<file path="config.mk">
export PLATFORM = sky130hd
export DESIGN_NAME = sliding_window_minmax_normalizer_core
export DESIGN_NICKNAME = d
export VERILOG_FILES = /design/src/sv/swmn_pkg.sv /design/src/sv/swmn_ram.sv /design/src/sv/swmn_recip.sv /design/src/sv/swmn_queue.sv /design/src/sv/swmn_front.sv /design/src/sv/swmn_back.sv /design/src/sv/sliding_window_minmax_normalizer_core.sv
export SDC_FILE = /design/constraint.sdc
export NUM_CORES = 2
export LEC_CHECK = 0
export ABC_AREA = 1
export CAP_MARGIN = 25
export CELL_PAD_IN_SITES_DETAIL_PLACEMENT = 1
export CELL_PAD_IN_SITES_GLOBAL_PLACEMENT = 1
export CORE_ASPECT_RATIO = 1.4
export CORE_MARGIN = 1
export CORE_UTILIZATION = 24
export CTS_CLUSTER_SIZE = 30
export DETAILED_ROUTE_END_ITERATION = 10
export DONT_BUFFER_PORTS = 1
export GPL_ROUTABILITY_DRIVEN = 0
export PLACE_DENSITY = 0.55
export SYNTH_ARGS = -nofsm -noshare
export SYNTH_HDL_FRONTEND = slang
export SYNTH_SLANG_ARGS = --single-unit
export TNS_END_PERCENT = 5
</file>
<file path="constraint.sdc">
create_clock -name clock -period 7.49 [get_ports clock]
set_input_delay 1.498 -clock clock [delete_from_list [all_inputs] [get_ports clock]]
set_output_delay 1.498 -clock clock [all_outputs]
set_load 0.01 [all_outputs]
</file>
<file path="src/sv/swmn_pkg.sv">
// Shared types and constants of the sliding-window min/max normalizer.
package swmn_pkg;

   localparam int SampleW          = 32;
   localparam int ValueW           = 16;
   localparam int PosW             = 6;
   localparam int RspDataW         = 24;
   localparam int AvgSpan          = 5;
   localparam int MinDiscardWindow = 10;
   localparam int QOne             = 32768;
   localparam int AccW             = 20;
   localparam int CheckW           = 4;
   localparam int RecipW           = 22;
   localparam int ShiftW           = 5;
   localparam int NumW             = 49;
   localparam int NtW              = 21;
   localparam int ProdW            = 43;
   localparam int QW               = 17;
   localparam int UW               = 18;
   localparam int QueueDepth       = 2;
   localparam int QPtrW            = $clog2(QueueDepth);
   localparam int QCntW            = $clog2(QueueDepth + 1);

   localparam logic [ValueW-1:0]     ValueMax     = 16'h7FFF;
   localparam logic signed [AccW-1:0] DropLimit   = AccW'(AvgSpan * QOne);
   localparam logic signed [AccW-1:0] NegDropLimit = -AccW'(AvgSpan * QOne);

   typedef struct packed {
      logic [SampleW-1:0] sample;
      logic               emit;
   } queue_entry_type;

   typedef struct packed {
      logic               start;
      logic [SampleW-1:0] divisor;
   } recip_req_type;

   typedef struct packed {
      logic              done;
      logic [RecipW-1:0] recip;
      logic [ShiftW-1:0] shift;
   } recip_rsp_type;

endpackage

</file>
<file path="src/sv/swmn_ram.sv">
// Generic single-write, single-read RAM with registered read data.
module swmn_ram #(
   parameter int Width = 32,
   parameter int Depth = 32,
   localparam int AddrW = $clog2(Depth)
) (
   input  logic             clock,
   input  logic             wr_en,
   input  logic [AddrW-1:0] wr_addr,
   input  logic [Width-1:0] wr_data,
   input  logic             rd_en,
   input  logic [AddrW-1:0] rd_addr,
   output logic [Width-1:0] rd_data
);

   logic [Width-1:0] mem_ff [Depth];
   logic [Width-1:0] rd_data_ff;

   always_ff @(posedge clock) begin
      if (wr_en) begin
         mem_ff[wr_addr] <= wr_data;
      end
      if (rd_en) begin
         rd_data_ff <= mem_ff[rd_addr];
      end
   end

   assign rd_data = rd_data_ff;

endmodule

</file>
<file path="src/sv/swmn_recip.sv">
// Serial reciprocal unit: normalizes the range and divides 2^52 by it, one bit a cycle.
module swmn_recip (
   input  logic                   clock,
   input  logic                   reset,
   input  swmn_pkg::recip_req_type req,
   output swmn_pkg::recip_rsp_type rsp
);

   localparam logic [1:0] R_IDLE = 2'd0;
   localparam logic [1:0] R_NORM = 2'd1;
   localparam logic [1:0] R_DIV  = 2'd2;

   localparam int PW = swmn_pkg::SampleW + 1;
   localparam logic [PW-1:0] PStart = PW'(64'h4000_0000);

   logic [1:0]                    state_ff, state_in;
   logic [swmn_pkg::SampleW-1:0]  rn_ff, rn_in;
   logic [swmn_pkg::ShiftW-1:0]   sh_ff, sh_in;
   logic [PW-1:0]                 p_ff, p_in;
   logic [swmn_pkg::RecipW-1:0]   q_ff, q_in;
   logic [swmn_pkg::ShiftW-1:0]   it_ff, it_in;
   logic                          done_ff, done_in;
   logic [PW-1:0]                 p2;

   assign p2 = {p_ff[PW-2:0], 1'b0};

   always_comb begin
      state_in = state_ff;
      rn_in    = rn_ff;
      sh_in    = sh_ff;
      p_in     = p_ff;
      q_in     = q_ff;
      it_in    = it_ff;
      done_in  = 1'b0;
      unique case (state_ff)
         R_IDLE: begin
            if (req.start) begin
               rn_in    = req.divisor;
               sh_in    = '0;
               state_in = R_NORM;
            end
         end
         R_NORM: begin
            if (rn_ff[swmn_pkg::SampleW-1]) begin
               p_in     = PStart;
               it_in    = swmn_pkg::ShiftW'(swmn_pkg::RecipW - 1);
               state_in = R_DIV;
            end else begin
               rn_in = {rn_ff[swmn_pkg::SampleW-2:0], 1'b0};
               sh_in = sh_ff + 1'b1;
            end
         end
         R_DIV: begin
            if (p2 >= {1'b0, rn_ff}) begin
               p_in = p2 - {1'b0, rn_ff};
               q_in = {q_ff[swmn_pkg::RecipW-2:0], 1'b1};
            end else begin
               p_in = p2;
               q_in = {q_ff[swmn_pkg::RecipW-2:0], 1'b0};
            end
            if (it_ff == '0) begin
               done_in  = 1'b1;
               state_in = R_IDLE;
            end else begin
               it_in = it_ff - 1'b1;
            end
         end
         default: begin
            state_in = R_IDLE;
         end
      endcase
   end

   always_ff @(posedge clock) begin
      if (reset) begin
         state_ff <= R_IDLE;
         done_ff  <= 1'b0;
      end else begin
         state_ff <= state_in;
         done_ff  <= done_in;
      end
      rn_ff <= rn_in;
      sh_ff <= sh_in;
      p_ff  <= p_in;
      q_ff  <= q_in;
      it_ff <= it_in;
   end

   assign rsp.done  = done_ff;
   assign rsp.recip = q_ff;
   assign rsp.shift = sh_ff;

endmodule

</file>
<file path="src/sv/swmn_queue.sv">
// Short word queue between the front and back parts.
module swmn_queue (
   input  logic                      clock,
   input  logic                      reset,
   input  logic                      push_valid,
   output logic                      push_ready,
   input  swmn_pkg::queue_entry_type push_entry,
   output logic                      pop_valid,
   input  logic                      pop_ready,
   output swmn_pkg::queue_entry_type pop_entry
);

   localparam logic [swmn_pkg::QPtrW-1:0] LastPtr = swmn_pkg::QPtrW'(swmn_pkg::QueueDepth - 1);
   localparam logic [swmn_pkg::QCntW-1:0] Full    = swmn_pkg::QCntW'(swmn_pkg::QueueDepth);

   swmn_pkg::queue_entry_type           entries_ff [swmn_pkg::QueueDepth];
   logic [swmn_pkg::QPtrW-1:0]          wr_ptr_ff, wr_ptr_in;
   logic [swmn_pkg::QPtrW-1:0]          rd_ptr_ff, rd_ptr_in;
   logic [swmn_pkg::QCntW-1:0]          count_ff, count_in;
   logic                                push, pop;

   assign push_ready = (count_ff != Full);
   assign pop_valid  = (count_ff != '0);
   assign push       = push_valid && push_ready;
   assign pop        = pop_valid && pop_ready;
   assign pop_entry  = entries_ff[rd_ptr_ff];

   always_comb begin
      wr_ptr_in = wr_ptr_ff;
      rd_ptr_in = rd_ptr_ff;
      count_in  = count_ff;
      if (push) begin
         wr_ptr_in = (wr_ptr_ff == LastPtr) ? '0 : wr_ptr_ff + 1'b1;
      end
      if (pop) begin
         rd_ptr_in = (rd_ptr_ff == LastPtr) ? '0 : rd_ptr_ff + 1'b1;
      end
      if (push && !pop) begin
         count_in = count_ff + 1'b1;
      end else if (pop && !push) begin
         count_in = count_ff - 1'b1;
      end
   end

   always_ff @(posedge clock) begin
      if (reset) begin
         wr_ptr_ff <= '0;
         rd_ptr_ff <= '0;
         count_ff  <= '0;
      end else begin
         wr_ptr_ff <= wr_ptr_in;
         rd_ptr_ff <= rd_ptr_in;
         count_ff  <= count_in;
      end
      if (push) begin
         entries_ff[wr_ptr_ff] <= push_entry;
      end
   end

endmodule

</file>
<file path="src/sv/swmn_front.sv">
// Front part: accepts sample words, tracks the fill count and tags window-complete words.
module swmn_front #(
   parameter int WINDOW = 32
) (
   input  logic                         clock,
   input  logic                         reset,
   input  logic                         req_tvalid,
   output logic                         req_tready,
   input  logic [swmn_pkg::SampleW-1:0] req_tdata,
   output logic                         q_valid,
   input  logic                         q_ready,
   output swmn_pkg::queue_entry_type    q_entry
);

   localparam int CntW = $clog2(WINDOW + 1);
   localparam logic [CntW-1:0] FillMax  = CntW'(WINDOW);
   localparam logic [CntW-1:0] FillLast = CntW'(WINDOW - 1);

   logic [CntW-1:0] fill_ff, fill_in;
   logic            accept;

   assign req_tready     = q_ready;
   assign q_valid        = req_tvalid;
   assign accept         = req_tvalid && q_ready;
   assign q_entry.sample = req_tdata;
   assign q_entry.emit   = (fill_ff >= FillLast);

   always_comb begin
      fill_in = fill_ff;
      if (accept && (fill_ff != FillMax)) begin
         fill_in = fill_ff + 1'b1;
      end
   end

   always_ff @(posedge clock) begin
      if (reset) begin
         fill_ff <= '0;
      end else begin
         fill_ff <= fill_in;
      end
   end

endmodule

</file>
<file path="src/sv/swmn_back.sv">
// Back part: stores samples, scans min/max, normalizes, checks start/end means and emits words.
module swmn_back #(
   parameter int WINDOW = 32
) (
   input  logic                          clock,
   input  logic                          reset,
   input  logic                          csr_wen,
   input  logic                          csr_wdata,
   input  logic                          q_valid,
   output logic                          q_ready,
   input  swmn_pkg::queue_entry_type     q_entry,
   output logic                          rsp_valid,
   input  logic                          rsp_ready,
   output logic [swmn_pkg::ValueW-1:0]   rsp_value,
   output logic [swmn_pkg::PosW-1:0]     rsp_position,
   output logic                          rsp_last
);

   localparam int AddrW = $clog2(WINDOW);
   localparam int CntW  = $clog2(WINDOW + 1);
   localparam logic [AddrW:0]   WinExt   = (AddrW + 1)'(WINDOW);
   localparam logic [CntW-1:0]  ScanEnd  = CntW'(WINDOW);
   localparam logic [AddrW-1:0] LastIdx  = AddrW'(WINDOW - 1);
   localparam logic [AddrW-1:0] TailBase = AddrW'(WINDOW - 2 * swmn_pkg::AvgSpan);
   localparam logic DoCheck = (WINDOW >= swmn_pkg::MinDiscardWindow);
   localparam logic [swmn_pkg::CheckW-1:0] HeadEnd  = swmn_pkg::CheckW'(swmn_pkg::AvgSpan);
   localparam logic [swmn_pkg::CheckW-1:0] CheckEnd =
      swmn_pkg::CheckW'(2 * swmn_pkg::AvgSpan - 1);

   localparam logic [2:0] S_IDLE  = 3'd0;
   localparam logic [2:0] S_SCAN  = 3'd1;
   localparam logic [2:0] S_RANGE = 3'd2;
   localparam logic [2:0] S_RECIP = 3'd3;
   localparam logic [2:0] S_CHECK = 3'd4;
   localparam logic [2:0] S_EMIT  = 3'd5;

   localparam logic [2:0] P_READ = 3'd0;
   localparam logic [2:0] P_NUM  = 3'd1;
   localparam logic [2:0] P_MUL  = 3'd2;
   localparam logic [2:0] P_FIX  = 3'd3;
   localparam logic [2:0] P_DONE = 3'd4;

   logic [2:0]                          state_ff, state_in;
   logic [2:0]                          ph_ff, ph_in;
   logic                                discard_ff, discard_in;
   logic [AddrW-1:0]                    wp_ff, wp_in;
   logic [AddrW-1:0]                    oldest_ff, oldest_in;
   logic [CntW-1:0]                     sc_ff, sc_in;
   logic signed [swmn_pkg::SampleW-1:0] lo_ff, lo_in;
   logic signed [swmn_pkg::SampleW-1:0] hi_ff, hi_in;
   logic [swmn_pkg::SampleW-1:0]        r_ff, r_in;
   logic                                flat_ff, flat_in;
   logic [swmn_pkg::CheckW-1:0]         k_ff, k_in;
   logic [AddrW-1:0]                    j_ff, j_in;
   logic signed [swmn_pkg::AccW-1:0]    acc_ff, acc_in;
   logic [swmn_pkg::NumW-1:0]           num_ff, num_in;
   logic [swmn_pkg::NtW-1:0]            nt_ff, nt_in;
   logic [swmn_pkg::ProdW-1:0]          prod_ff, prod_in;
   logic [swmn_pkg::QW-1:0]             qest_ff, qest_in;
   logic [swmn_pkg::NumW-1:0]           qr_ff, qr_in;
   logic                                rsp_valid_ff, rsp_valid_in;
   logic [swmn_pkg::ValueW-1:0]         rsp_value_ff, rsp_value_in;
   logic [swmn_pkg::PosW-1:0]           rsp_pos_ff, rsp_pos_in;
   logic                                rsp_last_ff, rsp_last_in;

   logic                                wr_en, rd_en;
   logic [AddrW-1:0]                    rd_addr;
   logic [swmn_pkg::SampleW-1:0]        rd_data;
   logic [AddrW-1:0]                    wp_inc;
   logic [AddrW-1:0]                    idx;
   logic [AddrW:0]                      elem_sum;
   logic [AddrW-1:0]                    elem_addr;
   logic [swmn_pkg::SampleW-1:0]        range;
   logic [swmn_pkg::SampleW-1:0]        elem_off;
   logic [swmn_pkg::NumW-1:0]           num;
   logic [swmn_pkg::NumW-1:0]           num_sh;
   logic [swmn_pkg::NumW-1:0]           rem;
   logic [swmn_pkg::QW-1:0]             qfin;
   logic signed [swmn_pkg::UW-1:0]      u_val;
   logic [swmn_pkg::ValueW-1:0]         value_sat;
   logic signed [swmn_pkg::AccW-1:0]    u_ext;
   logic signed [swmn_pkg::AccW-1:0]    acc_next;
   logic                                drop;
   logic                                check_on;
   logic                                can_load;
   swmn_pkg::recip_req_type             recip_req;
   swmn_pkg::recip_rsp_type             recip_rsp;

   swmn_ram #(
      .Width (swmn_pkg::SampleW),
      .Depth (WINDOW)
   ) u_ram (
      .clock   (clock),
      .wr_en   (wr_en),
      .wr_addr (wp_ff),
      .wr_data (q_entry.sample),
      .rd_en   (rd_en),
      .rd_addr (rd_addr),
      .rd_data (rd_data)
   );

   swmn_recip u_recip (
      .clock (clock),
      .reset (reset),
      .req   (recip_req),
      .rsp   (recip_rsp)
   );

   assign q_ready  = (state_ff == S_IDLE);
   assign wr_en    = q_ready && q_valid;
   assign wp_inc   = (wp_ff == LastIdx) ? '0 : wp_ff + 1'b1;
   assign check_on = discard_ff && DoCheck;
   assign can_load = !rsp_valid_ff || rsp_ready;

   // element index: head and tail of the window in check mode, running index in emit mode
   always_comb begin
      if (state_ff == S_CHECK) begin
         idx = (k_ff < HeadEnd) ? AddrW'(k_ff) : TailBase + AddrW'(k_ff);
      end else begin
         idx = j_ff;
      end
   end

   assign elem_sum  = {1'b0, oldest_ff} + {1'b0, idx};
   assign elem_addr = (elem_sum >= WinExt) ? AddrW'(elem_sum - WinExt) : elem_sum[AddrW-1:0];

   assign rd_en   = ((state_ff == S_SCAN) && (sc_ff != ScanEnd)) ||
                    (((state_ff == S_CHECK) || (state_ff == S_EMIT)) && (ph_ff == P_READ));
   assign rd_addr = (state_ff == S_SCAN) ? sc_ff[AddrW-1:0] : elem_addr;

   assign range             = hi_ff - lo_ff;
   assign recip_req.start   = (state_ff == S_RANGE) && (range != '0);
   assign recip_req.divisor = range;

   // numerator d*2^16 + r/2, aligned to the normalized range
   assign elem_off = rd_data - lo_ff;
   assign num      = {1'b0, elem_off, 16'b0} + swmn_pkg::NumW'(r_ff[swmn_pkg::SampleW-1:1]);
   assign num_sh   = num << recip_rsp.shift;

   assign rem       = num_ff - qr_ff;
   assign qfin      = qest_ff + swmn_pkg::QW'(rem >= {17'b0, r_ff});
   assign u_val     = flat_ff ? '0 : swmn_pkg::UW'(qfin) - swmn_pkg::UW'(swmn_pkg::QOne);
   assign value_sat = (u_val == swmn_pkg::UW'(swmn_pkg::QOne)) ? swmn_pkg::ValueMax
                                                                : u_val[swmn_pkg::ValueW-1:0];
   assign u_ext     = {{(swmn_pkg::AccW - swmn_pkg::UW){u_val[swmn_pkg::UW-1]}}, u_val};
   assign acc_next  = (k_ff < HeadEnd) ? acc_ff + u_ext : acc_ff - u_ext;
   assign drop      = (acc_next > swmn_pkg::DropLimit) || (acc_next < swmn_pkg::NegDropLimit);

   always_comb begin
      state_in     = state_ff;
      ph_in        = ph_ff;
      discard_in   = csr_wen ? csr_wdata : discard_ff;
      wp_in        = wp_ff;
      oldest_in    = oldest_ff;
      sc_in        = sc_ff;
      lo_in        = lo_ff;
      hi_in        = hi_ff;
      r_in         = r_ff;
      flat_in      = flat_ff;
      k_in         = k_ff;
      j_in         = j_ff;
      acc_in       = acc_ff;
      num_in       = num_ff;
      nt_in        = nt_ff;
      prod_in      = prod_ff;
      qest_in      = qest_ff;
      qr_in        = qr_ff;
      rsp_valid_in = rsp_ready ? 1'b0 : rsp_valid_ff;
      rsp_value_in = rsp_value_ff;
      rsp_pos_in   = rsp_pos_ff;
      rsp_last_in  = rsp_last_ff;
      unique case (state_ff)
         S_IDLE: begin
            if (q_valid) begin
               wp_in     = wp_inc;
               oldest_in = wp_inc;
               sc_in     = '0;
               if (q_entry.emit) begin
                  state_in = S_SCAN;
               end
            end
         end
         S_SCAN: begin
            if (sc_ff == CntW'(1)) begin
               lo_in = rd_data;
               hi_in = rd_data;
            end else if (sc_ff != '0) begin
               if ($signed(rd_data) < lo_ff) begin
                  lo_in = rd_data;
               end
               if ($signed(rd_data) > hi_ff) begin
                  hi_in = rd_data;
               end
            end
            if (sc_ff == ScanEnd) begin
               state_in = S_RANGE;
            end else begin
               sc_in = sc_ff + 1'b1;
            end
         end
         S_RANGE: begin
            r_in    = range;
            flat_in = (range == '0);
            acc_in  = '0;
            k_in    = '0;
            j_in    = '0;
            ph_in   = P_READ;
            if (range != '0) begin
               state_in = S_RECIP;
            end else begin
               state_in = check_on ? S_CHECK : S_EMIT;
            end
         end
         S_RECIP: begin
            if (recip_rsp.done) begin
               state_in = check_on ? S_CHECK : S_EMIT;
            end
         end
         S_CHECK, S_EMIT: begin
            unique case (ph_ff)
               P_READ: begin
                  ph_in = P_NUM;
               end
               P_NUM: begin
                  num_in = num;
                  nt_in  = num_sh[swmn_pkg::NumW-1 -: swmn_pkg::NtW];
                  ph_in  = P_MUL;
               end
               P_MUL: begin
                  prod_in = nt_ff * recip_rsp.recip;
                  ph_in   = P_FIX;
               end
               P_FIX: begin
                  qest_in = prod_ff[swmn_pkg::QW+23:24];
                  qr_in   = prod_ff[swmn_pkg::QW+23:24] * r_ff;
                  ph_in   = P_DONE;
               end
               P_DONE: begin
                  if (state_ff == S_CHECK) begin
                     acc_in = acc_next;
                     ph_in  = P_READ;
                     if (k_ff == CheckEnd) begin
                        state_in = drop ? S_IDLE : S_EMIT;
                     end else begin
                        k_in = k_ff + 1'b1;
                     end
                  end else if (can_load) begin
                     rsp_valid_in = 1'b1;
                     rsp_value_in = value_sat;
                     rsp_pos_in   = swmn_pkg::PosW'(j_ff);
                     rsp_last_in  = (j_ff == LastIdx);
                     ph_in        = P_READ;
                     if (j_ff == LastIdx) begin
                        state_in = S_IDLE;
                     end else begin
                        j_in = j_ff + 1'b1;
                     end
                  end
               end
               default: begin
                  ph_in = P_READ;
               end
            endcase
         end
         default: begin
            state_in = S_IDLE;
         end
      endcase
   end

   always_ff @(posedge clock) begin
      if (reset) begin
         state_ff     <= S_IDLE;
         ph_ff        <= P_READ;
         discard_ff   <= 1'b1;
         wp_ff        <= '0;
         oldest_ff    <= '0;
         sc_ff        <= '0;
         k_ff         <= '0;
         j_ff         <= '0;
         flat_ff      <= 1'b0;
         rsp_valid_ff <= 1'b0;
      end else begin
         state_ff     <= state_in;
         ph_ff        <= ph_in;
         discard_ff   <= discard_in;
         wp_ff        <= wp_in;
         oldest_ff    <= oldest_in;
         sc_ff        <= sc_in;
         k_ff         <= k_in;
         j_ff         <= j_in;
         flat_ff      <= flat_in;
         rsp_valid_ff <= rsp_valid_in;
      end
      lo_ff        <= lo_in;
      hi_ff        <= hi_in;
      r_ff         <= r_in;
      acc_ff       <= acc_in;
      num_ff       <= num_in;
      nt_ff        <= nt_in;
      prod_ff      <= prod_in;
      qest_ff      <= qest_in;
      qr_ff        <= qr_in;
      rsp_value_ff <= rsp_value_in;
      rsp_pos_ff   <= rsp_pos_in;
      rsp_last_ff  <= rsp_last_in;
   end

   assign rsp_valid    = rsp_valid_ff;
   assign rsp_value    = rsp_value_ff;
   assign rsp_position = rsp_pos_ff;
   assign rsp_last     = rsp_last_ff;

   a_range_order: assert property (@(posedge clock) disable iff (reset)
      state_ff == S_RANGE |-> hi_ff >= lo_ff)
      else $error("window maximum below minimum");

   a_single_fix: assert property (@(posedge clock) disable iff (reset)
      ((state_ff == S_CHECK) || (state_ff == S_EMIT)) && (ph_ff == P_DONE) && !flat_ff
      |-> rem < {16'b0, r_ff, 1'b0})
      else $error("quotient estimate off by more than one");

   a_recip_span: assert property (@(posedge clock) disable iff (reset)
      (state_ff == S_RECIP) && recip_rsp.done
      |-> recip_rsp.recip[swmn_pkg::RecipW-1] || recip_rsp.recip[swmn_pkg::RecipW-2])
      else $error("reciprocal out of range");

endmodule

</file>
<file path="src/sv/sliding_window_minmax_normalizer_core.sv">
// Sliding-window min/max normalizer: top level.
// Takes one signed Q16.16 sample word at a time and keeps the last WINDOW samples. Once the
// window is full, every sample produces WINDOW normalized Q1.15 words, oldest first, with
// tlast on the final one, unless the start/end mean check drops the window. A sample that
// does not complete a window is only stored in the back part. A complete window goes through
// the min/max scan over the sample RAM's single read port, the serial reciprocal unit unless
// the range is zero (one bit a cycle for the range normalization, then 22 quotient bits), and
// the shared normalize sequence (read, numerator, multiply, fix, done) for every element: 10
// elements for the mean check when enabled, then WINDOW elements for output. The two-entry
// queue lets new samples be taken while a window is still being worked off, and the output
// register holds a word while the next one is computed.
module sliding_window_minmax_normalizer_core #(
   parameter int WINDOW = 32
) (
   input  logic                          clock,
   input  logic                          reset,
   input  logic                          csr_wen,
   input  logic                          csr_wdata,       // discard_enable
   input  logic                          req_tvalid,
   output logic                          req_tready,
   input  logic [swmn_pkg::SampleW-1:0]  req_tdata,       // [31:0] sample
   output logic                          rsp_tvalid,
   input  logic                          rsp_tready,
   output logic [swmn_pkg::RspDataW-1:0] rsp_tdata,       // [15:0] value, [21:16] position
   output logic                          rsp_tlast
);

   logic                        q_in_valid, q_in_ready;
   logic                        q_out_valid, q_out_ready;
   swmn_pkg::queue_entry_type   q_in_entry, q_out_entry;
   logic [swmn_pkg::ValueW-1:0] rsp_value;
   logic [swmn_pkg::PosW-1:0]   rsp_position;

   swmn_front #(
      .WINDOW (WINDOW)
   ) u_front (
      .clock      (clock),
      .reset      (reset),
      .req_tvalid (req_tvalid),
      .req_tready (req_tready),
      .req_tdata  (req_tdata),
      .q_valid    (q_in_valid),
      .q_ready    (q_in_ready),
      .q_entry    (q_in_entry)
   );

   swmn_queue u_queue (
      .clock      (clock),
      .reset      (reset),
      .push_valid (q_in_valid),
      .push_ready (q_in_ready),
      .push_entry (q_in_entry),
      .pop_valid  (q_out_valid),
      .pop_ready  (q_out_ready),
      .pop_entry  (q_out_entry)
   );

   swmn_back #(
      .WINDOW (WINDOW)
   ) u_back (
      .clock        (clock),
      .reset        (reset),
      .csr_wen      (csr_wen),
      .csr_wdata    (csr_wdata),
      .q_valid      (q_out_valid),
      .q_ready      (q_out_ready),
      .q_entry      (q_out_entry),
      .rsp_valid    (rsp_tvalid),
      .rsp_ready    (rsp_tready),
      .rsp_value    (rsp_value),
      .rsp_position (rsp_position),
      .rsp_last     (rsp_tlast)
   );

   assign rsp_tdata = {{(swmn_pkg::RspDataW - swmn_pkg::ValueW - swmn_pkg::PosW){1'b0}},
                       rsp_position, rsp_value};

endmodule

</file>
==> metrics.md <==
| Metric | Value |
|---|---|
| Status | finished with violations |
| Pre-Repair DR Iteration Count | 5 |
| Synth Area in Simple Gates | between 10% and 20% |
| Row Count | 288 |
| # H-tree levels | 4 |
| HP Start | u_back.j_ff[3]$_SDFFE_PP0P_ |
| Worst-Margin Slew | 1.05 ns |
| Final cell count without fillers | about 17000 |
| Final setup vio count | 6 |
| Full die area | 446000 µm² |
| Most frequent cells in the layout | 2102 x nand2_1, 1825 x inv_1, 1509 x edfxtp_1, 951 x nor2_1, 830 x fa_1 |
| Failing checks | negative setup slack |
| Crit path required time | slightly above 8 ns |
| # DRC | 0 |
| Post-synthesis xor/xnor area fraction | 1.96% |
| IO Pins | 65 |
| DP HPWL | between 200 and 300 mm |
| Largest net degree at the start of global routing | approximately 120 |
| Final #Nets | about 13000 |
| Vias | between 70000 and 80000 |
| Max-cap violations | 0 |
| Max clock buf depth | 4 |
| Placed inst area | around 120000 µm² |
| Pwr Total | 0.0496 W |
| First-pass GRT wire length | 550 mm |
| Final design area excluding fillers | 124000 µm² |
| Worst setup SP type | flop |
| Syn Inst Count | ~11000 |
| Final Core Density | 28.1% |
| Area grow syn2layout | 16.3% |
| Critical path origin | u_back.qr_ff[0]$_DFFE_PP_ |
| Minimum clock period | 7.92 ns |
| Compound-Gate Fraction of Synth Area | 9.64% |
| Layout cell share with drive strength beyond 1 | about a tenth |
| Synthesized area | around 110000 µm² |
| Gr usage total | 16.3% |
| Average cell area after synthesis | roughly 9.7 µm² |
| CP dominant cell by count | nand3_2 |
| CP Capture Type | flop |
| Vias in the first global route | a little under 90000 |
| Ys Warns | 0 |
| Crit path DAT | a little under 9 ns |
| Type of the most critical hold path | reg2reg |
| RSZ-0062 raised after global routing | yes |
| Post-synthesis cell type count | 75 |
| DRT antenna net count | 0 |
| Die X-Extent | roughly 560 µm |
| Setup WS post-layout | -0.431 ns |
| Period utilisation layout | 106% |
| Final Max Slew Viols | 0 |
| Post-synth ARST share | 0% |
| Critical R2R Launch | u_back.qr_ff[0]$_DFFE_PP_ |
| Core box area | 440000 µm² |
| Wire per inst | 21.1 µm |
| Root buffer cell | clkbuf_16 |
| TritonCTS buffer count | 176 |
| Leak pwr | between 50 and 60 nW |
| Synth Area in Adders | between 20% and 30% |
| Post-synth top flop | edfxtp_1 |
| Vias per Instance | approximately 4.6 |
| Slew margin rel. | approximately 30% |
| Storage element area | roughly 46000 µm² |
| Pwr/cell area | 401 nW/µm² |
| Post-synth top area share | a little over two fifths |
| Post-Route Setup TNS | -1.70 ns |
| Clock Latency Late Sink | between 0.9 and 1 ns |
| Post-synthesis mux area share | less than 1% |
| Setup Skew | 0.152 ns |
| Synth Register Bits | 1552 |
| Fmax achieved | 126 MHz |
| Critical-path top delay cell | or4_4 |
| Dominant cell type by area after synthesis | edfxtp_1 |
| Fillers | roughly 51000 |
| Seq/Total Area, Yosys | between 40% and 50% |
| Final hold violations | 0 |
| Most common library cell in the layout ignoring fill and taps | nand2_1 |
| Crit Path Max Fanout | 4 |
| Hold_buf cts | 0 |
| Initial antenna violation count | 4 |
| I/O Buffers | 0 |
| Max incr delay on CP | 0.60 ns |
| Multi-input logic area | approximately 52000 µm² |
| CTS tree | built |
| Die Span Y | about 800 µm |
| Crit path kind | reg2reg |
| Total grt overflow | 0 |
| Synth top area cells | edfxtp_1 43%, fa_1 16%, nand2_1 7.5%, inv_1 6.5%, ha_1 6.2% |
| Number of DRC markers in iteration 0 | 4121 |
| Clock Sinks | roughly 1600 |
| Reg clk slew, reported paths | around 0.060 ns |
| Initial Util | between 20 and 25% |
| EDFF count, synth | between 1500 and 2000 |
| Post-Place Cells | between 15000 and 20000 |
| Worst vdd ir | 0.000377 V |
| Largest family of logic cells by synthesized area | adder cells |
| Total Routed Length | around 360 mm |
[registers in the layout (all words and copies together) (netlist names), 16 cells and up, named ones only]
name	count
u_back.nt_ff	21
u_back.acc_ff	20
u_back.rsp_value	16
u_back.u_recip.p_ff	32
u_back.u_ram.rd_data	32
u_back.r_ff	32
u_back.qr_ff	49
u_back.u_recip.q_ff	22
u_back.num_ff	49
u_back.prod_ff	17
u_queue.entries_ff	66
u_back.hi_ff	32
u_back.u_ram.mem_ff	1024
u_back.lo_ff	32
u_back.u_recip.rn_ff	32
u_back.qest_ff	17
[metal layers]
metal	global-route usage (%)	vias up	part of all wire [%]
li1	-	36900	-
met1	18.7	41100	40
met2	31.4	1115	54
met3	1.48	458	2.8
met4	4.87	0	3.2
met5	0	-	0
[stage by stage]
stage                     setup slack [ns]  hold WS, ns
final                               -0.431        0.459
after global routing                 -1.01        0.470
after CTS                           -0.518        0.460
after detailed placement             -1.61        0.448
after global placement               -1.51        0.431
after floorplan                     -0.313        0.424
[synthesized netlist by cell type, types with 12 or more instances]
master    count
a31oi_1      95
a21oi_1     373
o21ai_0     791
o211ai_1     55
inv_1      1840
o221ai_1    234
xor2_1      148
clkbuf_1    384
o21a_1       19
o21ai_1      17
nor2_1      999
a21o_1       24
buf_1        37
nand2_2      23
dfxtp_1      43
nand4_1      62
o22ai_1      48
edfxtp_1   1509
nand3_1     363
nand2_1    2130
buf_2        50
xnor2_1      88
fa_1        831
mux2_2       32
nor4_1       27
o21bai_1     17
a211oi_1     12
inv_2        19
nor3_1       67
ha_1        529
nor2_2       17
[cells by family after synthesis]
kind of cell,after synthesis
AOI/OAI and AO/OA,1736
xor gates and xnor gates,237
adders and majority gates,1360
buffers and inverters,2349
DFF,1552
muxes,39
other,1
and+or+nand+nor,3741
[area by class of cell]
class / instances / share of cell area (%)
Sequential cell: 1552 / 37.4
Antenna cell: 3 / 0.00607
Clock buffer: 215 / 3.73
Inverter: 1862 / 5.67
Tap cell: 5800 / 5.87
Multi-Input combinational cell: 7116 / 42.3
Clock inverter: 94 / 0.741
Timing Repair Buffer: 650 / 4.28
[where the power goes]
part / total (W) / internal (W) / switching, W
registers: 0.0121 / 0.0117 / 0.000351
logic: 0.0290 / 0.00921 / 0.0198
clock network: 0.00857 / 0.00484 / 0.00374
total: 0.0496 / 0.0258 / 0.0239
[worst paths after layout]
kind	depth (start not counted)	slack, ns	end
setup reg to reg	57	-0.43	u_back.state_ff[2]$_SDFFE_PP0P_
setup / recovery	57	-0.43	u_back.state_ff[2]$_SDFFE_PP0P_
hold / removal	0	0.46	u_back.rsp_position[3]$_DFFE_PP_
hold reg to reg	0	0.46	u_back.rsp_position[3]$_DFFE_PP_
[critical path, delay by kind of cell (launching register included)]
family / cells / cell delay (ns)
AND/OR/NAND/NOR: 33 / 3.76
flip-flops: 1 / 0.42
adder cells (fa/ha/maj): 6 / 1.45
XOR/XNOR: 3 / 0.42
buffers and inverters: 8 / 0.92
AO/OA/AOI/OAI: 7 / 0.85
[what timing repair did]
| item | CTS | global route |
|---|---|---|
| buffers inserted | 28 | 11 |
| resized for setup | 112 | 79 |
| pin swaps | 58 | 70 |
| setup endpoints to repair | 17 | 19 |
No activity file was read; power rests on OpenSTA's default activity.
